<file path="src/design/rpd_pkg.sv">
`timescale 1ns / 1ps
// Shared constants, codes and types of the RC pulse decoder.
// No dependencies; every other design file imports this package.
package rpd_pkg;

   localparam int TIME_BITS   = 32;
   localparam int CFG_W       = 16;
   localparam int CSR_ADDR_W  = 2;
   localparam int US_PER_MS   = 1000;
   localparam int TIMEOUT_US_W = 26;
   localparam int AGE_CMP_W   = (TIME_BITS > TIMEOUT_US_W) ? TIME_BITS : TIMEOUT_US_W;
   localparam int WIDTH_CMP_W = (TIME_BITS > CFG_W) ? TIME_BITS : CFG_W;
   localparam int Q15_W       = 16;
   localparam int QUOT_W      = 15;
   localparam int DIV_STEPS   = QUOT_W;
   localparam int DIV_CNT_W   = $clog2(DIV_STEPS + 1);
   localparam int QUEUE_DEPTH = 2;
   localparam int QPTR_W      = (QUEUE_DEPTH > 1) ? $clog2(QUEUE_DEPTH) : 1;
   localparam int QCNT_W      = $clog2(QUEUE_DEPTH + 1);

   localparam logic [CSR_ADDR_W-1:0] REG_PULSE_MIN     = 2'd0;
   localparam logic [CSR_ADDR_W-1:0] REG_PULSE_NEUTRAL = 2'd1;
   localparam logic [CSR_ADDR_W-1:0] REG_PULSE_MAX     = 2'd2;
   localparam logic [CSR_ADDR_W-1:0] REG_TIMEOUT_MS    = 2'd3;

   localparam logic [1:0] CMD_QUERY = 2'd0;
   localparam logic [1:0] CMD_RISE  = 2'd1;
   localparam logic [1:0] CMD_FALL  = 2'd2;

   typedef struct packed {
      logic [CFG_W-1:0]        pulse_min;
      logic [CFG_W-1:0]        pulse_neutral;
      logic [CFG_W-1:0]        pulse_max;
      logic [TIMEOUT_US_W-1:0] timeout_us;
   } cfg_type;

   typedef struct packed {
      logic                 map_en;
      logic                 channel;
      logic [TIME_BITS-1:0] now_us;
      logic [CFG_W-1:0]     width;
   } job_type;

   typedef struct packed {
      logic              full;
      logic              empty;
      logic [QCNT_W-1:0] count;
   } queue_status_type;

   typedef struct packed {
      logic             start;
      logic [CFG_W-1:0] num;
      logic [CFG_W-1:0] den;
   } div_req_type;

   typedef struct packed {
      logic              busy;
      logic              done;
      logic [QUOT_W-1:0] quot;
   } div_status_type;

   typedef struct packed {
      logic [Q15_W-1:0] throttle_value;
      logic             throttle_valid;
      logic [Q15_W-1:0] steering_value;
      logic             steering_valid;
      logic             both_active;
   } result_type;

endpackage

</file>
<file path="src/design/rpd_front.sv">
`timescale 1ns / 1ps
// Front end: accepts edge and query items, keeps the rise stamps and
// classifies each fall. Depends on rpd_pkg.
module rpd_front import rpd_pkg::*; (
   input  logic             clock,
   input  logic             reset,
   input  logic             req_tvalid,
   output logic             req_tready,
   input  logic [1:0]       req_command,
   input  logic             req_channel,
   input  logic [31:0]      req_now_us,
   input  cfg_type          cfg,
   input  queue_status_type q_status,
   output logic             q_push,
   output job_type          q_job
);

   logic [TIME_BITS-1:0] rise_stamp_ff [2];
   logic [TIME_BITS-1:0] rise_stamp_in [2];
   logic [1:0]           armed_ff;
   logic [1:0]           armed_in;

   logic [TIME_BITS-1:0] now_t;
   logic [TIME_BITS-1:0] width_full;
   logic                 in_bounds;
   logic                 is_rise;
   logic                 is_fall;

   always_comb begin
      now_t      = TIME_BITS'(req_now_us);
      req_tready = !q_status.full;
      q_push     = req_tvalid && req_tready;
      is_rise    = (req_command == CMD_RISE);
      is_fall    = (req_command == CMD_FALL);
      width_full = now_t - rise_stamp_ff[req_channel];
      in_bounds  = (WIDTH_CMP_W'(width_full) >= WIDTH_CMP_W'(cfg.pulse_min)) &&
                   (WIDTH_CMP_W'(width_full) <= WIDTH_CMP_W'(cfg.pulse_max));

      q_job.map_en  = is_fall && armed_ff[req_channel] && in_bounds;
      q_job.channel = req_channel;
      q_job.now_us  = now_t;
      q_job.width   = CFG_W'(width_full);

      rise_stamp_in = rise_stamp_ff;
      armed_in      = armed_ff;
      if (q_push && is_rise) begin
         rise_stamp_in[req_channel] = now_t;
         armed_in[req_channel]      = 1'b1;
      end
      // Every fall disarms, whether or not the width is accepted.
      if (q_push && is_fall) begin
         armed_in[req_channel] = 1'b0;
      end
   end

   always_ff @(posedge clock) begin
      if (reset) begin
         armed_ff <= '0;
      end else begin
         armed_ff <= armed_in;
      end
   end

   always_ff @(posedge clock) begin
      rise_stamp_ff <= rise_stamp_in;
   end

endmodule

</file>
<file path="src/design/rpd_queue.sv">
`timescale 1ns / 1ps
// Short job queue between the front end and the back end.
// Depends on rpd_pkg.
module rpd_queue import rpd_pkg::*; (
   input  logic             clock,
   input  logic             reset,
   input  logic             push,
   input  job_type          push_job,
   input  logic             pop,
   output job_type          head_job,
   output queue_status_type status
);

   job_type           slot_ff [QUEUE_DEPTH];
   logic [QPTR_W-1:0] wr_ptr_ff;
   logic [QPTR_W-1:0] wr_ptr_in;
   logic [QPTR_W-1:0] rd_ptr_ff;
   logic [QPTR_W-1:0] rd_ptr_in;
   logic [QCNT_W-1:0] count_ff;
   logic [QCNT_W-1:0] count_in;

   always_comb begin
      head_job     = slot_ff[rd_ptr_ff];
      status.count = count_ff;
      status.full  = (count_ff == QCNT_W'(QUEUE_DEPTH));
      status.empty = (count_ff == '0);

      wr_ptr_in = wr_ptr_ff;
      rd_ptr_in = rd_ptr_ff;
      count_in  = count_ff;
      if (push) begin
         wr_ptr_in = (wr_ptr_ff == QPTR_W'(QUEUE_DEPTH - 1)) ? '0 : wr_ptr_ff + 1'b1;
      end
      if (pop) begin
         rd_ptr_in = (rd_ptr_ff == QPTR_W'(QUEUE_DEPTH - 1)) ? '0 : rd_ptr_ff + 1'b1;
      end
      if (push && !pop) begin
         count_in = count_ff + 1'b1;
      end else if (pop && !push) begin
         count_in = count_ff - 1'b1;
      end
   end

   always_ff @(posedge clock) begin
      if (reset) begin
         wr_ptr_ff <= '0;
         rd_ptr_ff <= '0;
         count_ff  <= '0;
      end else begin
         wr_ptr_ff <= wr_ptr_in;
         rd_ptr_ff <= rd_ptr_in;
         count_ff  <= count_in;
      end
   end

   always_ff @(posedge clock) begin
      if (push) begin
         slot_ff[wr_ptr_ff] <= push_job;
      end
   end

endmodule

</file>
<file path="src/design/rpd_div.sv">
`timescale 1ns / 1ps
// Serial divider for the Q1.15 scaling: round(num * 32767 / den), one
// quotient bit per cycle. Depends on rpd_pkg.
module rpd_div import rpd_pkg::*; (
   input  logic           clock,
   input  logic           reset,
   input  div_req_type    req,
   output div_status_type status
);

   localparam int PROD_W = CFG_W + QUOT_W;

   logic [CFG_W-1:0]     rem_ff;
   logic [CFG_W-1:0]     rem_in;
   logic [QUOT_W-1:0]    low_ff;
   logic [QUOT_W-1:0]    low_in;
   logic [CFG_W-1:0]     dvs_ff;
   logic [CFG_W-1:0]     dvs_in;
   logic [DIV_CNT_W-1:0] cnt_ff;
   logic [DIV_CNT_W-1:0] cnt_in;
   logic                 busy_ff;
   logic                 busy_in;
   logic                 done_ff;
   logic                 done_in;

   logic [PROD_W-1:0]    prod;
   logic [CFG_W:0]       trial;
   logic                 ge;

   always_comb begin
      // num * 32767 + den / 2; since num <= den the quotient fits in 15 bits,
      // so the upper 16 bits already sit below the divisor.
      prod  = (PROD_W'(req.num) << QUOT_W) - PROD_W'(req.num) +
              PROD_W'(req.den >> 1);
      trial = {rem_ff, low_ff[QUOT_W-1]};
      ge    = (trial >= {1'b0, dvs_ff});

      rem_in  = rem_ff;
      low_in  = low_ff;
      dvs_in  = dvs_ff;
      cnt_in  = cnt_ff;
      busy_in = busy_ff;
      done_in = 1'b0;
      if (req.start) begin
         rem_in  = prod[PROD_W-1:QUOT_W];
         low_in  = prod[QUOT_W-1:0];
         dvs_in  = req.den;
         cnt_in  = DIV_CNT_W'(DIV_STEPS);
         busy_in = 1'b1;
      end else if (busy_ff) begin
         rem_in = ge ? CFG_W'(trial - {1'b0, dvs_ff}) : trial[CFG_W-1:0];
         low_in = {low_ff[QUOT_W-2:0], ge};
         cnt_in = cnt_ff - 1'b1;
         if (cnt_ff == DIV_CNT_W'(1)) begin
            busy_in = 1'b0;
            done_in = 1'b1;
         end
      end

      status.busy = busy_ff;
      status.done = done_ff;
      status.quot = low_ff;
   end

   always_ff @(posedge clock) begin
      if (reset) begin
         busy_ff <= 1'b0;
         done_ff <= 1'b0;
         cnt_ff  <= '0;
      end else begin
         busy_ff <= busy_in;
         done_ff <= done_in;
         cnt_ff  <= cnt_in;
      end
   end

   always_ff @(posedge clock) begin
      rem_ff <= rem_in;
      low_ff <= low_in;
      dvs_ff <= dvs_in;
   end

endmodule

</file>
<file path="src/design/rpd_back.sv">
`timescale 1ns / 1ps
// Back end: takes jobs from the queue, maps accepted widths to Q1.15,
// keeps positions and pulse stamps and forms each result. Depends on rpd_pkg.
module rpd_back import rpd_pkg::*; (
   input  logic             clock,
   input  logic             reset,
   input  cfg_type          cfg,
   input  job_type          head_job,
   input  queue_status_type q_status,
   output logic             q_pop,
   output div_req_type      div_req,
   input  div_status_type   div_status,
   output logic             res_valid,
   input  logic             res_ready,
   output result_type       result
);

   localparam logic [2:0] ST_IDLE  = 3'd0;
   localparam logic [2:0] ST_PREP  = 3'd1;
   localparam logic [2:0] ST_START = 3'd2;
   localparam logic [2:0] ST_DIV   = 3'd3;
   localparam logic [2:0] ST_FIN   = 3'd4;

   logic [2:0]           state_ff;
   logic [2:0]           state_in;
   job_type              job_ff;
   job_type              job_in;
   logic [CFG_W-1:0]     num_ff;
   logic [CFG_W-1:0]     num_in;
   logic [CFG_W-1:0]     den_ff;
   logic [CFG_W-1:0]     den_in;
   logic                 neg_ff;
   logic                 neg_in;
   logic [Q15_W-1:0]     value_ff;
   logic [Q15_W-1:0]     value_in;
   logic [Q15_W-1:0]     position_ff [2];
   logic [Q15_W-1:0]     position_in [2];
   logic [TIME_BITS-1:0] pulse_stamp_ff [2];
   logic [TIME_BITS-1:0] pulse_stamp_in [2];

   logic                 upper;
   logic [TIME_BITS-1:0] age [2];
   logic [1:0]           ch_valid;

   always_comb begin
      state_in       = state_ff;
      job_in         = job_ff;
      num_in         = num_ff;
      den_in         = den_ff;
      neg_in         = neg_ff;
      value_in       = value_ff;
      position_in    = position_ff;
      pulse_stamp_in = pulse_stamp_ff;
      q_pop          = 1'b0;
      res_valid      = 1'b0;
      div_req.start  = 1'b0;
      div_req.num    = num_ff;
      div_req.den    = den_ff;
      upper          = (job_ff.width >= cfg.pulse_neutral);

      // The item's own channel sees its new stamp and position at once.
      for (int c = 0; c < 2; c++) begin
         if (job_ff.map_en && (job_ff.channel == 1'(c))) begin
            position_in[c]    = value_ff;
            pulse_stamp_in[c] = job_ff.now_us;
         end
         age[c]      = job_ff.now_us - pulse_stamp_in[c];
         ch_valid[c] = (AGE_CMP_W'(age[c]) < AGE_CMP_W'(cfg.timeout_us));
      end
      result.throttle_value = position_in[0];
      result.throttle_valid = ch_valid[0];
      result.steering_value = position_in[1];
      result.steering_valid = ch_valid[1];
      result.both_active    = ch_valid[0] & ch_valid[1];

      case (state_ff)
         ST_IDLE: begin
            if (!q_status.empty) begin
               q_pop    = 1'b1;
               job_in   = head_job;
               state_in = head_job.map_en ? ST_PREP : ST_FIN;
            end
         end
         ST_PREP: begin
            // Below neutral the accepted width implies min < neutral.
            num_in = upper ? job_ff.width - cfg.pulse_neutral
                           : cfg.pulse_neutral - job_ff.width;
            den_in = upper ? cfg.pulse_max - cfg.pulse_neutral
                           : cfg.pulse_neutral - cfg.pulse_min;
            neg_in = !upper;
            if (den_in == '0) begin
               value_in = '0;
               state_in = ST_FIN;
            end else begin
               state_in = ST_START;
            end
         end
         ST_START: begin
            div_req.start = 1'b1;
            state_in      = ST_DIV;
         end
         ST_DIV: begin
            if (div_status.done) begin
               value_in = neg_ff ? Q15_W'(0) - Q15_W'(div_status.quot)
                                 : Q15_W'(div_status.quot);
               state_in = ST_FIN;
            end
         end
         ST_FIN: begin
            res_valid = 1'b1;
            if (res_ready) begin
               state_in = ST_IDLE;
            end
         end
         default: begin
            state_in = ST_IDLE;
         end
      endcase

      // Channel state only commits once the result has left.
      if (!(state_ff == ST_FIN && res_ready)) begin
         position_in    = position_ff;
         pulse_stamp_in = pulse_stamp_ff;
      end
   end

   always_ff @(posedge clock) begin
      if (reset) begin
         state_ff       <= ST_IDLE;
         position_ff    <= '{default: '0};
         pulse_stamp_ff <= '{default: '0};
      end else begin
         state_ff       <= state_in;
         position_ff    <= position_in;
         pulse_stamp_ff <= pulse_stamp_in;
      end
   end

   always_ff @(posedge clock) begin
      job_ff   <= job_in;
      num_ff   <= num_in;
      den_ff   <= den_in;
      neg_ff   <= neg_in;
      value_ff <= value_in;
   end

endmodule

</file>
<file path="src/design/rc_pwm_pulse_decoder.sv">
`timescale 1ns / 1ps
// Channel | Direction | Handshake             | Contents
// req     | in        | req_tvalid/req_tready | edge or query item, one result each
// rsp     | out       | rsp_tvalid/rsp_tready | both positions, valid bits, both_active
// csr     | in        | csr_we                | register writes, no read-back
//
// A query, a rise or a rejected fall goes from IDLE straight to FIN in the back end;
// an accepted pulse passes PREP, START, DIV (the 15-step serial divider in rpd_div)
// and FIN, or just PREP and FIN when the span on its side of neutral is zero.
// Results leave through an output register in the cycle after the back end ends.
// Reset is synchronous; no clearing pass is needed after it.
// A two-entry queue lets the front end take items while the back end or the
// result channel is stalled.
// Top level of the RC pulse decoder; depends on rpd_pkg, rpd_front,
// rpd_queue, rpd_div and rpd_back.
module rc_pwm_pulse_decoder import rpd_pkg::*; (
   input  logic                  clock,
   input  logic                  reset,
   input  logic                  req_tvalid,
   output logic                  req_tready,
   input  logic [31:0]           req_tdata,  // now_us
   input  logic [2:0]            req_tuser,  // command, channel
   output logic                  rsp_tvalid,
   input  logic                  rsp_tready,
   output logic [39:0]           rsp_tdata,  // throttle_value, throttle_valid,
                                             // steering_value, steering_valid,
                                             // both_active, zero fill
   input  logic                  csr_we,
   input  logic [CSR_ADDR_W-1:0] csr_addr,
   input  logic [CFG_W-1:0]      csr_wdata
);

   cfg_type          cfg_ff;
   cfg_type          cfg_in;
   queue_status_type q_status;
   job_type          push_job;
   job_type          head_job;
   logic             q_push;
   logic             q_pop;
   div_req_type      div_req;
   div_status_type   div_status;
   logic             res_valid;
   logic             res_ready;
   result_type       result;
   logic             rsp_tvalid_ff;
   logic             rsp_tvalid_in;
   logic [39:0]      rsp_data_ff;
   logic [39:0]      rsp_data_in;

   always_comb begin
      cfg_in = cfg_ff;
      if (csr_we) begin
         case (csr_addr)
            REG_PULSE_MIN:     cfg_in.pulse_min     = csr_wdata;
            REG_PULSE_NEUTRAL: cfg_in.pulse_neutral = csr_wdata;
            REG_PULSE_MAX:     cfg_in.pulse_max     = csr_wdata;
            REG_TIMEOUT_MS: begin
               // Keep the timeout in microseconds: age / 1000 < T iff age < 1000 * T.
               cfg_in.timeout_us = TIMEOUT_US_W'(32'(csr_wdata) * 32'(US_PER_MS));
            end
            default: begin
               cfg_in = cfg_ff;
            end
         endcase
      end
   end

   always_ff @(posedge clock) begin
      if (reset) begin
         cfg_ff.pulse_min     <= CFG_W'(1000);
         cfg_ff.pulse_neutral <= CFG_W'(1500);
         cfg_ff.pulse_max     <= CFG_W'(2000);
         cfg_ff.timeout_us    <= TIMEOUT_US_W'(250 * US_PER_MS);
      end else begin
         cfg_ff <= cfg_in;
      end
   end

   rpd_front u_front (
      .clock       (clock),
      .reset       (reset),
      .req_tvalid  (req_tvalid),
      .req_tready  (req_tready),
      .req_command (req_tuser[1:0]),
      .req_channel (req_tuser[2]),
      .req_now_us  (req_tdata),
      .cfg         (cfg_ff),
      .q_status    (q_status),
      .q_push      (q_push),
      .q_job       (push_job)
   );

   rpd_queue u_queue (
      .clock    (clock),
      .reset    (reset),
      .push     (q_push),
      .push_job (push_job),
      .pop      (q_pop),
      .head_job (head_job),
      .status   (q_status)
   );

   rpd_div u_div (
      .clock  (clock),
      .reset  (reset),
      .req    (div_req),
      .status (div_status)
   );

   rpd_back u_back (
      .clock      (clock),
      .reset      (reset),
      .cfg        (cfg_ff),
      .head_job   (head_job),
      .q_status   (q_status),
      .q_pop      (q_pop),
      .div_req    (div_req),
      .div_status (div_status),
      .res_valid  (res_valid),
      .res_ready  (res_ready),
      .result     (result)
   );

   always_comb begin
      res_ready     = !rsp_tvalid_ff || rsp_tready;
      rsp_tvalid_in = rsp_tvalid_ff && !rsp_tready;
      rsp_data_in   = rsp_data_ff;
      if (res_valid && res_ready) begin
         rsp_tvalid_in = 1'b1;
         rsp_data_in   = {5'b0, result.both_active, result.steering_valid,
                          result.steering_value, result.throttle_valid,
                          result.throttle_value};
      end
      rsp_tvalid = rsp_tvalid_ff;
      rsp_tdata  = rsp_data_ff;
   end

   always_ff @(posedge clock) begin
      if (reset) begin
         rsp_tvalid_ff <= 1'b0;
      end else begin
         rsp_tvalid_ff <= rsp_tvalid_in;
      end
   end

   always_ff @(posedge clock) begin
      rsp_data_ff <= rsp_data_in;
   end

   assert property (@(posedge clock) disable iff (reset)
      q_status.count <= QCNT_W'(QUEUE_DEPTH))
      else $error("job queue holds more items than its depth");

   assert property (@(posedge clock) disable iff (reset)
      q_pop |-> !q_status.empty)
      else $error("back end popped an empty job queue");

   assert property (@(posedge clock) disable iff (reset)
      div_req.start |-> !div_status.busy)
      else $error("divider restarted while still busy");

   assert property (@(posedge clock) disable iff (reset)
      res_valid && !res_ready |=> res_valid)
      else $error("back end dropped a finished result before it was taken");

endmodule
</file>
<file path="config.mk">
export PLATFORM = sky130hd
export DESIGN_NAME = rc_pwm_pulse_decoder
export DESIGN_NICKNAME = d
export VERILOG_FILES = /design/src/design/rpd_pkg.sv /design/src/design/rpd_front.sv /design/src/design/rpd_queue.sv /design/src/design/rpd_div.sv /design/src/design/rpd_back.sv /design/src/design/rc_pwm_pulse_decoder.sv
export SDC_FILE = /design/constraint.sdc
export NUM_CORES = 1
export LEC_CHECK = 0
export CORE_ASPECT_RATIO = 0.6
export CORE_MARGIN = 2
export CORE_UTILIZATION = 35
export DETAILED_ROUTE_END_ITERATION = 12
export DONT_BUFFER_PORTS = 1
export PLACE_DENSITY = 0.57
export SYNTH_ARGS = -nofsm -noshare
export SYNTH_HDL_FRONTEND = slang
export SYNTH_SLANG_ARGS = --single-unit
</file>
<file path="constraint.sdc">
create_clock -name clock -period 5.8 [get_ports clock]
set_input_delay 0.58 -clock clock [delete_from_list [all_inputs] [get_ports clock]]
set_output_delay 0.58 -clock clock [all_outputs]
set_load 0.005 [all_outputs]
</file>
==> results of run 1 <==
[cell families after synthesis]
| family | Yosys count |
|---|---|
| compound gates | 744 |
| other cells | 1 |
| xor+xnor | 163 |
| simple gates | 944 |
| fa+ha+maj | 369 |
| buf+inv | 407 |
| mux | 189 |
| flops | 529 |
[power by group through the flow]
stage / sequential, mW / clock, mW / combinational, mW
floorplan: 5.51 / 0 / 7.84
global placement: 5.82 / 0 / 10.2
detailed placement: 5.83 / 0 / 10.3
CTS: 5.75 / 3.71 / 10.4
global route: 5.84 / 3.86 / 11.9
finish: 5.76 / 3.64 / 10.7
[per-stage QoR]
stage | total power, mW | TNS [ns] | instance area, µm² | std cells
after floorplan | 13.3 | 0 | 33100 | 3350
after global placement | 16.0 | -0.0372 | 34700 | 4535
after detailed placement | 16.1 | -0.0384 | 34700 | 4535
after CTS | 19.9 | 0 | 36600 | 4641
after global routing | 21.6 | -0.0108 | 36700 | 4645
final | 20.1 | 0 | 36700 | 4645
[layer usage]
layer  track usage [%]  up-vias  wire length (µm)
met4              2.80        0              1140
met5                 0        -                 0
met2              22.0      798             31500
met1              30.8    11400             49100
li1                  -    12000                 -
met3              5.42       75              9160
[registers in the layout, summed over array words and instances, names as in the netlist, 2 cells and up, named ones only]
signal	cells
u_back.state_ff	3
rsp_tdata	35
cfg_ff	71
u_back.pulse_stamp_ff	64
u_back.job_ff	50
u_div.dvs_ff	16
u_div.cnt_ff	4
u_queue.slot_ff	100
u_front.rise_stamp_ff	64
u_back.den_ff	16
u_back.num_ff	16
u_div.low_ff	15
u_back.position_ff	32
u_back.value_ff	16
u_queue.count_ff	2
u_div.rem_ff	16
[cells in the final DEF (no fill, tap or decap), types with 53 or more instances in the layout]
cell / instances
nand2_1: 427
edfxtp_1: 345
ha_1: 307
inv_1: 292
a21oi_1: 251
nor2_1: 218
dfxtp_1: 183
o21ai_0: 130
mux2i_1: 128
xnor2_1: 105
a211oi_1: 69
a21o_1: 67
fa_1: 61
mux2_2: 59
xor2_1: 58
buf_4: 53
[repair_timing]
action,CTS,global route
gates resized for setup,1,23
hold buffers,10,0
endpoints found under the setup margin,2,5
endpoints found under the hold margin,35,0
buffers inserted,0,4
pin swaps,1,9
[layout make-up]
cell class	count	area (µm²)
sequential	529	14000
clock buffer	60	1330
inverter	294	1110
timing repair buffer	66	544
tap	1246	1560
fill	9209	57100
multi-input combinational	2414	17600
clock inverter	36	460
[path summary, 6_finish.rpt]
check,slack (ns),start,to,cells after the start
min,0.05,req_tdata[19],u_queue.slot_ff[1][35]$_DFFE_PP_,0
min reg2reg,0.45,cfg_ff[10]$_SDFFE_PP0P_,cfg_ff[10]$_SDFFE_PP0P_,2
max,0.31,u_back.job_ff[48]$_DFFE_PP_,rsp_tdata[34]$_DFFE_PP_,26
max reg2reg,0.31,u_back.job_ff[48]$_DFFE_PP_,rsp_tdata[34]$_DFFE_PP_,26
==> impl_metrics.yaml, run 1 <==
grt:
  grt_usage_pct: 18.3
  grt_start_max_net_pins: 164
  antenna_found_initial: 4
  grt_pass1_vias: 22000
  grt_first_pass_wirelength_um: 138000
  grt_overflow: 0
route:
  routedWlPerCell_um: 19.6
  drt_iter0_drc: 2512
  totalWireLength_um: 91000
  dr.pass1.iters: 6
  drtAntennaViolNets: 0
  vias: 24300
  via_per_inst: 5.23
  drc: 0
synthesis:
  synth_ff_type: "edfxtp_1"
  netlist_top_cells_count: "427 x nand2_1, 345 x edfxtp_1, 307 x ha_1, 292 x inv_1, 252 x a21oi_1"
  syn_avg_cell_area_um2: 9.89
  synth-async-reset-ratio_pct: 0
  synthSimpleGateAreaFrac_pct: 12.8
  ys_seq_area_share_pct: 42.4
  syn-cell-area_um2: 33100
  synthAdderAreaFrac_pct: 15.3
  ys_ff_latch: 529
  synth-edff-count: 345
  yosysWarnings: 0
  synth_compound_area_share_pct: 14.4
  synthDistinctLibCells: 86
  synth.area.mux_share_pct: 5.94
  yosysTopAreaCell: "edfxtp_1"
  synth_top_family_by_area: "adder cells"
  synth_area_leaders: "edfxtp_1 31%, ha_1 12%, dfxtp_1 11%"
  synth-xor-area-share_pct: 4.31
  syn-instance-count: 3346
  yosysMostFrequentCell: "nand2_1"
  yosysTopAreaCellShare_pct: 31.3
power_and_ir_drop:
  peakVddDrop_mv: 0.270
  comb_power_share_pct: 53.1
  switching_power_mw: 8.49
  power_frac_seq_pct: 28.7
  p_clk_share_pct: 18.2
  power.density_nw_per_um2: 547
  swShare_pct: 42.3
  p_int_mw: 11.6
  p_leak_nw: 14.4
clock_tree:
  path_clk_slew_ns: 0.07
  clock-root-buffer: "clkbuf_16"
  worstSkewPairLatency_ns: 0.65
  cts_buffers: 51
  clkSinkCount: 529
  clockBufferDepth: 3
  cts_tree: "done"
  htreeDepth: 2
critical_path:
  crit_required_ns: 6.27
  crit_type: "flop to flop"
  slowest_stage: "edfxtp_1"
  crit_buf_inv: 0
  cp_common_cell: "o21ai_1"
  cpPeakStageDelay_ns: 0.47
  start_kind: "flop"
  cp-end-kind: "flop"
  critPathTopFamily: "compound AO/OA/AOI/OAI gates"
  path_max_fanout: 5
  arrival_ns: 5.96
outcome:
  outcome: "completed"
timing:
  maxSlewHeadroom_pct: 28.1
  timing_worst_slew_pin_value_ns: 1.08
  worst_slack_ns: 0.307
  finalMaxSlewViolations: 0
  holdWs_ns: 0.0538
  fin_crit_sh_pct: 94.7
  fmax_ghz: 0.182
  hold_viol: 0
  clock_skew_ns: 0.0388
  finalCriticalPeriod_ns: 5.49
  report.final.setup_viol: 0
final_layout:
  syn2layout_area_growth_pct: 10.8
  nets: 3782
  drive_above_1_share_pct: 7.36
  antennaDiodeCount: 0
  final_core_util_pct: 39.1
flow_run:
  maxCapViolations: 0
hold_path:
  min_path_type: "input pin to flop"
placement:
  pre_cts_slack_ns: -0.0384
  gp_congestion: 0.914
  dp_hpwl_um: 69800
  io_buffer_count: 0
floorplan:
  start_util_pct: 35.3
  core.rowCount: 87
  die_h_um: 242
  core-area_um2: 93800
  die_w_um: 401
  die-area_um2: 97100
  num_io_pins: 100
(Power assumes the default switching activity.)
==> run 2, diff against run 1 <==
--- a/config.mk
+++ b/config.mk
@@ -10,7 +10,8 @@
 export CORE_UTILIZATION = 35
 export DETAILED_ROUTE_END_ITERATION = 12
 export DONT_BUFFER_PORTS = 1
-export PLACE_DENSITY = 0.57
+export HOLD_SLACK_MARGIN = 0.15
+export PLACE_DENSITY = 0.55
 export SYNTH_ARGS = -nofsm -noshare
 export SYNTH_HDL_FRONTEND = slang
 export SYNTH_SLANG_ARGS = --single-unit
==> constraint.sdc (replaced) <==
create_clock -name clock -period 6 [get_ports clock]
set_input_delay 0.6 -clock clock [delete_from_list [all_inputs] [get_ports clock]]
set_output_delay 0.6 -clock clock [all_outputs]
set_load 0.005 [all_outputs]
==> run 2 against run 1 <==
Against the previous run:
- non-clock buffer count is 30 higher
- final area is 1.0% higher
- utilization is 0.40 points higher
==> impl_metrics.yaml, run 2 (same netlist as run 1, synthesis figures left out) <==
final_layout:
  drive_above_1_share_pct: 7.08
  nets: 3814
  fin_area_um2: 37100
  reg_top3: "u_queue.slot_ff: 100 flops, cfg_ff: 71 flops"
  final_common_cell: "nand2_1"
  fillers: 9230
  final_cell_mix: "427 x nand2_1, 345 x edfxtp_1, 307 x ha_1, 292 x inv_1, 251 x a21oi_1"
  largest-register: "u_queue.slot_ff"
  syn2layout_area_growth_pct: 12.0
  largest_register_ffs: 100
power_and_ir_drop:
  peakVddDrop_mv: 0.270
  total_power_mw: 19.4
  power.density_nw_per_um2: 523
  p_leak_nw: 14.6
route:
  vias: 24500
  drt_iter0_drc: 2240
  via_per_inst: 5.23
  routedWlPerCell_um: 20.2
  dr.pass1.iters: 5
  drtAntennaViolNets: 0
  drc: 0
  totalWireLength_um: 94800
critical_path:
  path_max_fanout: 6
  crit_required_ns: 6.45
  worstReg2RegEnd: "rsp_tdata[34]$_DFFE_PP_"
  crit-reg2reg-launch: "u_back.job_ff[48]$_DFFE_PP_"
  cp-end-kind: "flop"
  r2r_setup_slack_ns: 0.32
  start_kind: "flop"
  arrival_ns: 6.12
  crit_type: "flop to flop"
  reg2reg_depth: 24
timing:
  fmax_ghz: 0.176
  report.final.setup_viol: 0
  maxSlewHeadroom_pct: 20.6
  worst_slack_ns: 0.322
  hold_viol: 0
  timing_worst_slew_pin_value_ns: 1.19
  finalMaxSlewViolations: 0
  clock_skew_ns: 0.0434
  finalCriticalPeriod_ns: 5.68
  fin_tns_setup_ns: 0
  rsz0062_at_grt: "false"
  fin_crit_sh_pct: 94.6
floorplan:
  die_w_um: 401
  core-area_um2: 93800
  die_h_um: 242
  die-area_um2: 97100
  num_io_pins: 100
  start_util_pct: 35.3
  core.rowCount: 87
clock_tree:
  cts_buffers: 53
  clkSinkCount: 529
  cts_tree: "done"
  worstSkewPairLatency_ns: 0.63
  htreeDepth: 2
  clockBufferDepth: 3
  clock-root-buffer: "clkbuf_16"
  path_clk_slew_ns: 0.06
hold_path:
  min_path_type: "input pin to flop"
  holdPathStages: 3
  hold_start: "req_tuser[1]"
grt:
  grt_usage_pct: 19.2
  grt_first_pass_wirelength_um: 143000
  antenna_found_initial: 11
  grt_overflow: 0
  grt_start_max_net_pins: 160
  grt_pass1_vias: 22400
placement:
  pre_cts_slack_ns: 0.0587
  gp_congestion: 0.901
  io_buffer_count: 0
  dpl-instance-area_um2: 34600
  dp_hpwl_um: 70500
outcome:
  outcome: "completed"
flow_run:
  maxCapViolations: 0
run 2: cell types whose count changed in the layout (fill, tap and decap cells not counted), moves of 5 or more:
cell and change:
clkbuf_16 +5, buf_4 -10, bufinv_16 -5, clkbuf_8 +6
clkbuf_1 +5, dlygate4sd3_1 +40
run 2: how the worst max path moves through the flow:
stage                     cells after the start                          startpoint  slack [ns]                               end
after floorplan                              28         u_back.job_ff[48]$_DFFE_PP_       0.007           rsp_tdata[34]$_DFFE_PP_
after global placement                       25         u_back.job_ff[49]$_DFFE_PP_        0.08           rsp_tdata[34]$_DFFE_PP_
after detailed placement                     25         u_back.job_ff[49]$_DFFE_PP_        0.06           rsp_tdata[34]$_DFFE_PP_
after CTS                                    26         u_back.job_ff[49]$_DFFE_PP_        0.06           rsp_tdata[34]$_DFFE_PP_
after global routing                         22  u_front.rise_stamp_ff[4]$_DFFE_PP_       0.006  u_queue.slot_ff[1][49]$_DFFE_PP_
final                                        24         u_back.job_ff[48]$_DFFE_PP_        0.32           rsp_tdata[34]$_DFFE_PP_
run 2: power by group:
| group | internal, mW | leakage (nW) | switching, mW |
|---|---|---|---|
| clock | 1.99 | 0.891 | 1.52 |
| combinational | 4.23 | 8.97 | 6.08 |
| sequential | 4.92 | 4.70 | 0.652 |
| total | 11.1 | 14.6 | 8.25 |
run 2: cell type report:
class	instances	area, µm²	area share (%)
antenna	3	7.51	0.0203
clock buffer	76	1560	4.20
clock inverter	24	272	0.732
inverter	294	1110	2.99
multi-input combinational	2414	17600	47.6
sequential	529	14000	37.9
tap	1246	1560	4.21
timing repair buffer	96	882	2.38
run 2: routing by layer:
| metal | track usage (%) | wire length (µm) |
|---|---|---|
| met1 | 32.4 | 51400 |
| met2 | 22.4 | 32100 |
| met3 | 6.61 | 10400 |
| met4 | 2.49 | 874 |
| met5 | 0 | 20 |
run 2: critical path, stage by stage, from the launching register on:
cell,delay (ns)
edfxtp_1,0.38
buf_4,0.16
nor2b_4,0.22
mux2i_1,0.27
ha_1,0.30
a21o_1,0.17
a21oi_1,0.15
o31ai_1,0.09
buf_4,0.16
a211oi_2,0.31
a2111oi_0,0.14
o21a_1,0.22
o21ai_0,0.19
a21oi_1,0.13
o21a_1,0.20
or2_2,0.29
a21oi_1,0.18
xnor2_1,0.14
ha_1,0.24
and4_1,0.20
a221oi_1,0.32
o311ai_0,0.18
a221o_1,0.36
a2111oi_4,0.31
nor3b_2,0.21
run 2: timing repair:
action,in CTS,in global routing
pin swaps,0,14
resized for setup,1,21
setup buffers,0,4
hold endpoints to repair,303,0
endpoints found under the setup margin,1,2
hold buffers,51,0
run 2: stage by stage:
stage / hold WS, ns / utilization, % / cells
after floorplan: 0.400 / - / 3350
after global placement: 0.433 / 36.9 / 4524
after detailed placement: 0.444 / 36.9 / 4524
after CTS: 0.158 / 39.4 / 4675
after global routing: 0.184 / 39.5 / 4679
final: 0.190 / 39.5 / 4682
==> run 3, diff against run 2 <==
--- a/config.mk
+++ b/config.mk
@@ -8,6 +8,7 @@
 export CORE_ASPECT_RATIO = 0.6
 export CORE_MARGIN = 2
 export CORE_UTILIZATION = 35
+export CTS_BUF_LIST = sky130_fd_sc_hd__clkbuf_4 sky130_fd_sc_hd__clkbuf_8
 export DETAILED_ROUTE_END_ITERATION = 12
 export DONT_BUFFER_PORTS = 1
 export HOLD_SLACK_MARGIN = 0.15
==> run 3 against run 2 <==
Against the previous run:
- critical path depth stayed put
- register-to-register slack better by 0.03 ns
- via count up 0.97%
- critical endpoint unchanged
- largest power group unchanged
- utilization increased by 0.059 points
- die area unchanged
- final area grew 0.15%
- largest cell class unchanged
- hold slack better by 0.040 ns
- global-route usage increased by 0.41 points
- clock power is 1% lower
- routed wire length increased by 1.4%
==> impl_metrics.yaml, run 3 (same netlist as run 1, synthesis figures left out) <==
timing:
  report.final.setup_viol: 0
  hold_viol: 0
  clock_skew_ns: 0.0634
  finalMaxSlewViolations: 0
  fmax_ghz: 0.177
  fin_crit_sh_pct: 94.2
  fin_tns_setup_ns: 0
  finalCriticalPeriod_ns: 5.65
  timing_worst_slew_pin_value_ns: 1.22
  maxSlewHeadroom_pct: 18.5
  holdWs_ns: 0.230
  rsz0062_at_grt: "true"
grt:
  grt_overflow: 0
  grt_pass1_vias: 22800
  grt_first_pass_wirelength_um: 145000
  grt_start_max_net_pins: 162
  grt_usage_pct: 19.6
  antenna_found_initial: 8
outcome:
  outcome: "completed"
final_layout:
  nets: 3847
  syn2layout_area_growth_pct: 12.2
  drive_above_1_share_pct: 8.77
  reg_top3: "u_queue.slot_ff: 100 flops, cfg_ff: 71 flops"
  multiInputGateArea_um2: 17600
  final_common_cell: "nand2_1"
  fillers: 9229
  largest_register_ffs: 100
  final_cell_mix: "427 x nand2_1, 345 x edfxtp_1, 307 x ha_1, 292 x inv_1, 251 x a21oi_1"
  ff_latch_area_um2: 14000
  largest-register: "u_queue.slot_ff"
power_and_ir_drop:
  p_leak_nw: 14.7
  comb_power_share_pct: 53.1
  power_frac_seq_pct: 28.9
  switching_power_mw: 8.30
  peakVddDrop_mv: 0.264
  swShare_pct: 43.0
  power.density_nw_per_um2: 520
  p_clk_share_pct: 18.0
  p_int_mw: 11.0
placement:
  dp_hpwl_um: 70500
  io_buffer_count: 0
  gp_congestion: 0.901
clock_tree:
  clkSinkCount: 529
  cts_buffers: 82
  path_clk_slew_ns: 0.07
  worstSkewPairLatency_ns: 0.79
  clockBufferDepth: 3
  htreeDepth: 3
  cts_tree: "done"
  clock-root-buffer: "clkbuf_8"
route:
  totalWireLength_um: 96100
  via_per_inst: 5.22
  vias: 24700
  drt_iter0_drc: 2251
  drc: 0
  drtAntennaViolNets: 0
  routedWlPerCell_um: 20.3
  dr.pass1.iters: 5
floorplan:
  num_io_pins: 100
  start_util_pct: 35.3
  core-area_um2: 93800
  die_w_um: 401
  die_h_um: 242
  core.rowCount: 87
  die-area_um2: 97100
critical_path:
  crit_required_ns: 6.58
  crit_type: "flop to flop"
  path_max_fanout: 6
  cp-end-kind: "flop"
  arrival_ns: 6.23
  start_kind: "flop"
hold_path:
  min_path_type: "input pin to flop"
flow_run:
  maxCapViolations: 0
## run 3: cell count changes in the layout (fill, tap and decap cells not counted), moves of 2 or more
| cell | delta |
|---|---|
| bufinv_16 | +2 |
| clkbuf_1 | -12 |
| clkbuf_16 | -56 |
| clkbuf_4 | +36 |
| clkbuf_8 | +81 |
| clkinv_1 | +2 |
| clkinv_2 | +4 |
| clkinv_4 | -3 |
| dlygate4sd3_1 | +4 |
| inv_12 | +3 |
| o41ai_1 | -2 |
| o41ai_2 | +2 |
## run 3: worst max-delay path, stage by stage (launching register included)
cell and delay, ns:
edfxtp_1 0.38, buf_4 0.16, nor2b_4 0.21, mux2i_1 0.26, ha_1 0.30, a21o_1 0.17
a21oi_1 0.14, o31ai_1 0.09, buf_4 0.16, a211oi_2 0.28, a2111oi_0 0.13, o21a_1 0.22
o21ai_0 0.19, a21oi_1 0.13, o21a_1 0.20, or2_2 0.29, a21oi_1 0.18, xnor2_1 0.14
ha_1 0.24, and4_1 0.20, a221oi_1 0.31, o311ai_0 0.18, a221o_1 0.37, a2111oi_4 0.32
nor3b_2 0.21
## run 3: routing by layer
metal  wire [µm]  global-route usage (%)  part of all wire [%]  vias to the layer above
li1            -                       -                     -                    12100
met1       51500                    32.3                    54                    11700
met2       32200                    22.6                    34                      820
met3       10900                    7.79                    11                      105
met4        1360                    3.32                   1.4                        2
met5         135                   0.975                  0.14                        -
## run 3: final timing paths
| check | cells after the start | to | startpoint | slack (ns) |
|---|---|---|---|---|
| hold / removal | 2 | rsp_tvalid$_SDFF_PP0_ | rsp_tready | 0.23 |
| setup / recovery | 24 | rsp_tdata[34]$_DFFE_PP_ | u_back.job_ff[48]$_DFFE_PP_ | 0.35 |
| setup reg to reg | 24 | rsp_tdata[34]$_DFFE_PP_ | u_back.job_ff[48]$_DFFE_PP_ | 0.35 |
| hold reg to reg | 2 | cfg_ff[10]$_SDFFE_PP0P_ | cfg_ff[10]$_SDFFE_PP0P_ | 0.45 |
## run 3: metrics by stage
step	utilization (%)	instances	setup WS (ns)	instance area [µm²]	total power, mW
after floorplan	-	3350	0.00741	33100	12.9
after global placement	36.9	4524	0.0776	34600	15.4
after detailed placement	36.9	4524	0.0587	34600	15.5
after CTS	39.4	4734	0.0614	37000	19.1
after global routing	39.6	4739	0.00218	37100	20.9
final	39.6	4741	0.350	37100	19.3
## run 3: layout make-up
cell class,instances,share of cell area (%)
antenna,4,0.0270
clock buffer,125,4.03
clock inverter,29,0.930
inverter,294,2.99
multi-input combinational,2414,47.5
sequential,529,37.8
tap,1246,4.20
timing repair buffer,100,2.49
## run 3: repair_timing
item,in CTS,in global routing
pin swaps,0,11
endpoints found under the hold margin,324,0
setup buffers,0,3
setup endpoints to repair,1,5
resized for setup,1,19
hold buffers,56,0
## run 3: power groups by stage
stage,clock network [mW],logic [mW],registers [mW]
finish,3.47,10.3,5.58
global route,3.73,11.5,5.66
CTS,3.57,10.0,5.56
detailed placement,0,9.86,5.63
global placement,0,9.81,5.63
floorplan,0,7.58,5.32
